[src/sv/csw_pkg.sv]
// Shared types and constants for the curvature smoothing weight core.
// No dependencies; used by every module of the block.
package csw_pkg;

  localparam int FRAC_BITS  = 16;
  localparam int DATA_WIDTH = 32;
  localparam int KH_W       = DATA_WIDTH - 1;
  localparam int DELTA_W    = 2 * KH_W - FRAC_BITS + 1;
  localparam int RAD_W      = 2 * DATA_WIDTH;
  localparam int ROOT_W     = RAD_W / 2;
  localparam int REM_W      = ROOT_W + 2;
  localparam int K_W        = DATA_WIDTH + 2;
  localparam int Q_W        = FRAC_BITS + 1;
  localparam int NUM_W      = KH_W + FRAC_BITS;
  localparam int W_W        = 18;

  localparam logic signed [W_W-1:0] W_ONE_FIX   = W_W'(1 << FRAC_BITS);
  localparam logic [Q_W-1:0]        NEG_TENTH_M = Q_W'(((1 << FRAC_BITS) + 5) / 10);

  typedef enum logic [1:0] {
    WT_ONE,
    WT_ZERO,
    WT_RATIO
  } wt_code_t;

  typedef struct packed {
    logic [DATA_WIDTH-1:0] k1_sat;
    logic [DATA_WIDTH-1:0] k2_sat;
    wt_code_t              code;
    logic                  neg;
  } csw_side_t;

endpackage

[src/sv/csw_div.sv]
// Pipelined restoring divider, one quotient bit per stage.
// Depends on csw_pkg; carries the result side band alongside.
module csw_div (
  input  logic                     clk,
  input  logic                     rst_n,
  input  logic                     in_vld,
  input  logic [csw_pkg::KH_W-1:0] in_num,
  input  logic [csw_pkg::KH_W-1:0] in_den,
  input  csw_pkg::csw_side_t       in_side,
  output logic                     out_vld,
  output logic [csw_pkg::Q_W-1:0]  out_quot,
  output csw_pkg::csw_side_t       out_side
);
  import csw_pkg::*;

  logic             vld_r  [Q_W+1];
  logic [NUM_W-1:0] rem_r  [Q_W+1];
  logic [KH_W-1:0]  den_r  [Q_W+1];
  logic [Q_W-1:0]   quot_r [Q_W+1];
  csw_side_t        side_r [Q_W+1];

  always_comb begin
    vld_r[0]  = in_vld;
    rem_r[0]  = {in_num, {FRAC_BITS{1'b0}}};
    den_r[0]  = in_den;
    quot_r[0] = '0;
    side_r[0] = in_side;
  end

  for (genvar s = 0; s < Q_W; s++) begin : g_stage
    localparam int B = Q_W - 1 - s;
    logic [NUM_W+Q_W-1:0] dsh;
    logic                 take;

    always_comb begin
      dsh  = (NUM_W+Q_W)'(den_r[s]) << B;
      take = ((NUM_W+Q_W)'(rem_r[s]) >= dsh);
    end

    always_ff @(posedge clk) begin
      if (!rst_n) begin
        vld_r[s+1] <= 1'b0;
      end else begin
        vld_r[s+1] <= vld_r[s];
      end
      rem_r[s+1]  <= take ? NUM_W'((NUM_W+Q_W)'(rem_r[s]) - dsh) : rem_r[s];
      quot_r[s+1] <= quot_r[s] | (Q_W'(take) << B);
      den_r[s+1]  <= den_r[s];
      side_r[s+1] <= side_r[s];
    end
  end

  assign out_vld  = vld_r[Q_W];
  assign out_quot = quot_r[Q_W];
  assign out_side = side_r[Q_W];

endmodule
[config.mk]
export PLATFORM = sky130hd
export DESIGN_NAME = csw_div
export DESIGN_NICKNAME = d
export VERILOG_FILES = /design/src/sv/csw_pkg.sv /design/src/sv/csw_div.sv
export SDC_FILE = /design/constraint.sdc
export NUM_CORES = 2
export LEC_CHECK = 0
export BUFFER_PORTS_ARGS = -buffer_cell sky130_fd_sc_hd__buf_2
export CORE_ASPECT_RATIO = 0.9
export CORE_MARGIN = 2
export CORE_UTILIZATION = 57
export CTS_CLUSTER_DIAMETER = 30
export DETAILED_ROUTE_END_ITERATION = 12
export PLACE_DENSITY = 0.78
export SYNTH_ARGS = -nofsm -noshare
export SYNTH_HDL_FRONTEND = slang
export SYNTH_SLANG_ARGS = --single-unit
export TNS_END_PERCENT = 100
[constraint.sdc]
create_clock -name clk -period 4.85 [get_ports clk]
set_input_delay 0.2425 -clock clk [delete_from_list [all_inputs] [get_ports clk]]
set_output_delay 0.2425 -clock clk [all_outputs]
set_load 0.01 [all_outputs]
======== Word-level counts from Yosys, hierarchy flattened ========
Cells that the tools add are included.
cells by class
  bitwise gates (word level) .............. 16
  multiplexer cells ....................... 16
  add/sub/neg operators ................... 16
  order comparisons ....................... 17
operators by type and width
  kind                                              number
  47-bit 2-to-1 mux                                 16
  47-bit by 31-bit >= comparator with 1-bit output  1
  47-bit by 32-bit >= comparator with 1-bit output  1
  47-bit by 33-bit >= comparator with 1-bit output  1
  47-bit by 34-bit >= comparator with 1-bit output  1
  47-bit by 35-bit >= comparator with 1-bit output  1
  47-bit by 36-bit >= comparator with 1-bit output  1
  47-bit by 37-bit >= comparator with 1-bit output  1
  47-bit by 38-bit >= comparator with 1-bit output  1
  47-bit by 39-bit >= comparator with 1-bit output  1
  47-bit by 40-bit >= comparator with 1-bit output  1
  47-bit by 41-bit >= comparator with 1-bit output  1
  47-bit by 42-bit >= comparator with 1-bit output  1
  47-bit by 43-bit >= comparator with 1-bit output  1
  47-bit by 44-bit >= comparator with 1-bit output  1
  47-bit by 45-bit >= comparator with 1-bit output  1
  47-bit by 46-bit >= comparator with 1-bit output  1
  47-bit >= comparator                              1
  47-bit by 32-bit subtractor with 47-bit output    1
  47-bit by 33-bit subtractor with 47-bit output    1
  47-bit by 34-bit subtractor with 47-bit output    1
  47-bit by 35-bit subtractor with 47-bit output    1
  47-bit by 36-bit subtractor with 47-bit output    1
  47-bit by 37-bit subtractor with 47-bit output    1
  other kinds (26)                                  26
word-level totals
  register bits after elaboration ......... 2677
  bits of input ports ..................... 132
  logic and storage cells ................. 200

======== Logic depth before layout (Yosys ltp) ========
  word-level depth ........................ 2
  depth in mapped cells ................... 16
  gate-level depth less buffers ........... 16

======== Worst setup path after synthesis ========
OpenSTA, ideal clock, no wires.
  path type ............................... register to register
  from .................................... register den_r[248] (netlist name)
  to ...................................... register rem_r[337] (netlist name)
  path slack .............................. 1.360 ns
  period minus slack after synthesis ...... 3.490 ns
  arrival time ............................ 3.369 ns
  data required time ...................... 4.729 ns
  stages on the path, launching flop included .. 14
  cell sequence ........................... dfxtp_1 -> inv_1 -> fa_1 -> a21o_1 -> a21oi_1 -> o21bai_1 -> a2111oi_1 -> nor3_1 -> nor4b_1 -> nor3_2 -> o22a_1 -> a21oi_2 -> buf_2 -> mux2_2
on the way
  word-level cells in the longest chain between the ends .. 2
RTL lines
  item                                                                                                                       line                          text
  from (decl)                                                                                                                csw_div.sv:18                 logic [KH_W-1:0] den_r [Q_W+1];
  from (signal, indexed assignment)                                                                                          csw_div.sv:48                 den_r[s+1] <= den_r[s];
  47-bit by 38-bit subtractor with 47-bit output / 47-bit by 38-bit >= comparator with 1-bit output (equally long branches)  csw_div.sv:46, csw_div.sv:37
  47-bit 2-to-1 mux (*)                                                                                                      csw_div.sv:46                 rem_r[s+1] <= take ? NUM_W'((NUM_W+Q_W)'(rem_r[s]) - dsh) : rem_r[s];
  to (signal, indexed assignment)                                                                                            csw_div.sv:46
  to (decl)                                                                                                                  csw_div.sv:17                 logic [NUM_W-1:0] rem_r [Q_W+1];
Every way passes the cells marked *; elsewhere a longest branch is shown, timed or not.
A chain may end at the register's enable or synchronous reset.

======== Worst setup path in the final report ========
  from .................................... register rem_r[480] (netlist name)
  to ...................................... register rem_r[440] (netlist name)
on the way
  word-level cells in the longest chain between the ends .. 2
RTL lines
  item                                                                                                                       line
  47-bit by 40-bit subtractor with 47-bit output / 47-bit by 40-bit >= comparator with 1-bit output (equally long branches)  csw_div.sv:46, csw_div.sv:37
  47-bit 2-to-1 mux (*)                                                                                                      csw_div.sv:46
Marked as above.

==> impl_metrics.toml <==
[outcome]
outcome = "finished clean"

[yosys]
synth-xor-area-share = 0.05639
syn_nets = 8663
synth_compound_area_frac = 0.1337
synth_top_cell_by_area = "dfxtp_1"
ys_top_cells_by_area = "dfxtp_1 58%, ha_1 7.8%, a21oi_1 3.4%"
synthFlopType = "dfxtp_1"
synth_top_family_by_area = "compound AO/OA/AOI/OAI gates"
ys_types = 88
yosysSeqAreaShare = 0.5758
async_flop_share = 0
synth_seq_cells = 2421
syn_inst = 7989
synthMuxAreaShare = 0.01321
synthAdderAreaFrac = 0.08199
synth_top_area_share = 0.5758
yosysMostFrequentCell = "dfxtp_1"
synth-simple-area-share = 0.09488
synth_edf_count = 0
syn_area_um2 = 84180
ys_warn_count = 0
syn_area_per_cell_um2 = 10.54
synthTopCellsByCount = "2421 x dfxtp_1, 647 x inv_1, 567 x a21oi_1"

[sta]
max_slew_margin = 0.3180
hold_viol_final = 0
period_needed_ns = 4.355
fin_crit_sh = 0.8978
setup_viol = 0
slew_viol_final = 0
tightest_slew_ns = 1.010
final.setup.tns_ns = 0
max_freq_mhz = 229.6
rsz0062_at_grt = "false"
clock_skew_ns = 0.08647

[floorplanning]
die_y_um = 368.6
rows = 133
initial_core_util = 0.5755
die_w_um = 409.1
die-area_um2 = 150800
core-area_um2 = 146300
io_pins = 217

[layout]
layout-drive-gt1-share = 0.1215
final_core_util = 0.7003
nets = 9289
synthToLayoutAreaGrowth_pct = 21.69

[power]
p_leak_nw = 46.22
powerDensity_nw_per_um2 = 741.3
irDropWorstVdd_uv = 487.8

[detailed_routing]
antenna_left = 0
drt_iter0_markers = 4349
vias_per_cell = 5.325
routed_wl_mm = 192.2
num_vias = 57940
dr.pass1.iters = 6
wl_per_cell_um = 17.67
drc = 0

[global_route]
top_usage_layer = "met2"
grt_use_total = 0.2515
grt_max_degree = 66
grt_antenna_before_repair = 3
grt_use_met2 = 0.4184
grt_pass1_vias = 58070
use_met3 = 0.04177
grt-ovfl-total = 0
grt_use_met1 = 0.3265
grt_pass1_wl_mm = 306.4

[critical_path]
critPathMaxFanout = 39
r2r_end = "rem_r[440]"
critPathLaunch = "rem_r[480]"
cp.depth = 13
crit_required_ns = 5.62
r2r_cells = 13
rrSetupSlack_ns = 0.50
cp-endpoint = "rem_r[440]"
worst_ep_arrival_time_ns = 5.13
slowest_delay_ns = 0.75
r2r-start = "rem_r[480]"
crit_type = "flop to flop"
crit_buf_inv = 3
critPathCaptureType = "flop"
cp_cell_sequence = "inv_1 > fa_1 > inv_1 > a21oi_1 > o21bai_1 > a31oi_1 > nor3_1 > o31a_1 > o21ai_1 > o21ai_0 > or3b_2 > buf_4 > mux2_2"
start_kind = "flop"
critical_path.top_delay_family = "compound AO/OA/AOI/OAI gates"
crit_top_cell = "inv_1"
critPathSlowestCell = "or3b_2"

[hold_path]
hp-class = "input port to flop"

[cts]
cts_resized = 0
cts_buffer_depth = 4
clk_latency_ns = 0.94
cts_inserted_buffers = 381
clockRootBuffer = "clkbuf_16"
path_clk_slew_ns = 0.05
cts_tree = "yes"
cts_max_level = 5
cts_num_sinks = 2421

[placed_design]
place_congestion = 0.9504
io_buffers = 216
dp_hpwl_mm = 132.3

[job]
drv_cap = 0
==> logic make-up (layout without fill, tap and decap cells) <==
kind of cell | Yosys count | count (layout)
simple gates | 1653 | 1653
other cells | 0 | 1
flops | 2421 | 2421
compound gates | 1834 | 1834
xor+xnor | 542 | 542
buf+inv | 898 | 1831
mux | 99 | 99
fa+ha+maj | 542 | 542
==> cell type report <==
| cell class | count | area, µm² |
|---|---|---|
| diodes | 1 | 2.502 |
| clock buffers | 429 | 10030 |
| clock inverters | 261 | 3138 |
| fillers | 10330 | 43840 |
| inverters | 649 | 2436 |
| multi-input cells | 4670 | 32120 |
| flip-flops and latches | 2421 | 48470 |
| well taps | 1957 | 2449 |
| repair buffers | 492 | 3789 |
==> what timing repair did <==
item,CTS,global route
hold endpoints to repair,147,0
setup endpoints to repair,0,0
buffers inserted,0,0
hold buffers,239,0
==> where the power goes <==
group          total [mW]  switching (mW)  internal, mW
clock network        27.3            9.94          17.3
registers            26.5            2.74          23.7
logic                22.2            12.6          9.63
==> through the flow <==
step | cells | power, mW | hold WS [ns] | setup WS, ns | area (µm²)
2_1_floorplan | 7989 | 42.39 | 0.2702 | 1.360 | 84180
3_3_place_gp | 9950 | 47.62 | 0.3095 | 0.7337 | 86870
3_5_place_dp | 9950 | 48.09 | 0.3121 | 0.6653 | 86870
4_1_cts | 10880 | 75.90 | 0.0005823 | 0.6184 | 102400
5_1_grt | 10880 | 80.01 | 0.03932 | 0.2015 | 102400
6_report | 10880 | 75.93 | 0.07313 | 0.4955 | 102400
==> registers in the layout, indices dropped and copies added (netlist names) <==
signal	flops
vld_r	16
quot_r	136
out_vld	1
side_r	1072
out_side	67
rem_r	616
den_r	496
out_quot	17
==> per-layer routing <==
layer / part of all wire / vias to the layer above / routed length [µm]
met4: 0.034 / 0 / 6590
met1: 0.44 / 27070 / 84370
li1: - / 28500 / -
met2: 0.47 / 1938 / 89950
met5: 0 / - / 0
met3: 0.059 / 438 / 11300
==> how the worst min path moves through the flow <==
stage	start	endpoint	depth (start not counted)
5_1_grt	in_den[0]	den_r[496]	2
4_1_cts	in_den[0]	den_r[496]	2
2_1_floorplan	in_den[0]	den_r[496]	0
3_3_place_gp	quot_r[134]	quot_r[117]	0
6_report	in_den[0]	den_r[496]	2
3_5_place_dp	side_r[1007]	side_r[940]	0
==> cells in the final DEF (no fill, tap or decap), drive strengths merged, types with 76 or more instances in the layout <==
| cell | count |
|---|---|
| a21o | 322 |
| a21oi | 570 |
| buf | 253 |
| clkbuf | 429 |
| clkinv | 101 |
| dfxtp | 2421 |
| dlygate4sd3 | 239 |
| ha | 526 |
| inv | 731 |
| mux2 | 97 |
| nand2 | 561 |
| nand2b | 76 |
| nand3 | 105 |
| nand4 | 102 |
| nor2 | 358 |
| nor2b | 86 |
| nor3 | 91 |
| o21ai | 516 |
| xnor2 | 293 |
| xor2 | 249 |
Power figures use the tool's default switching activity.
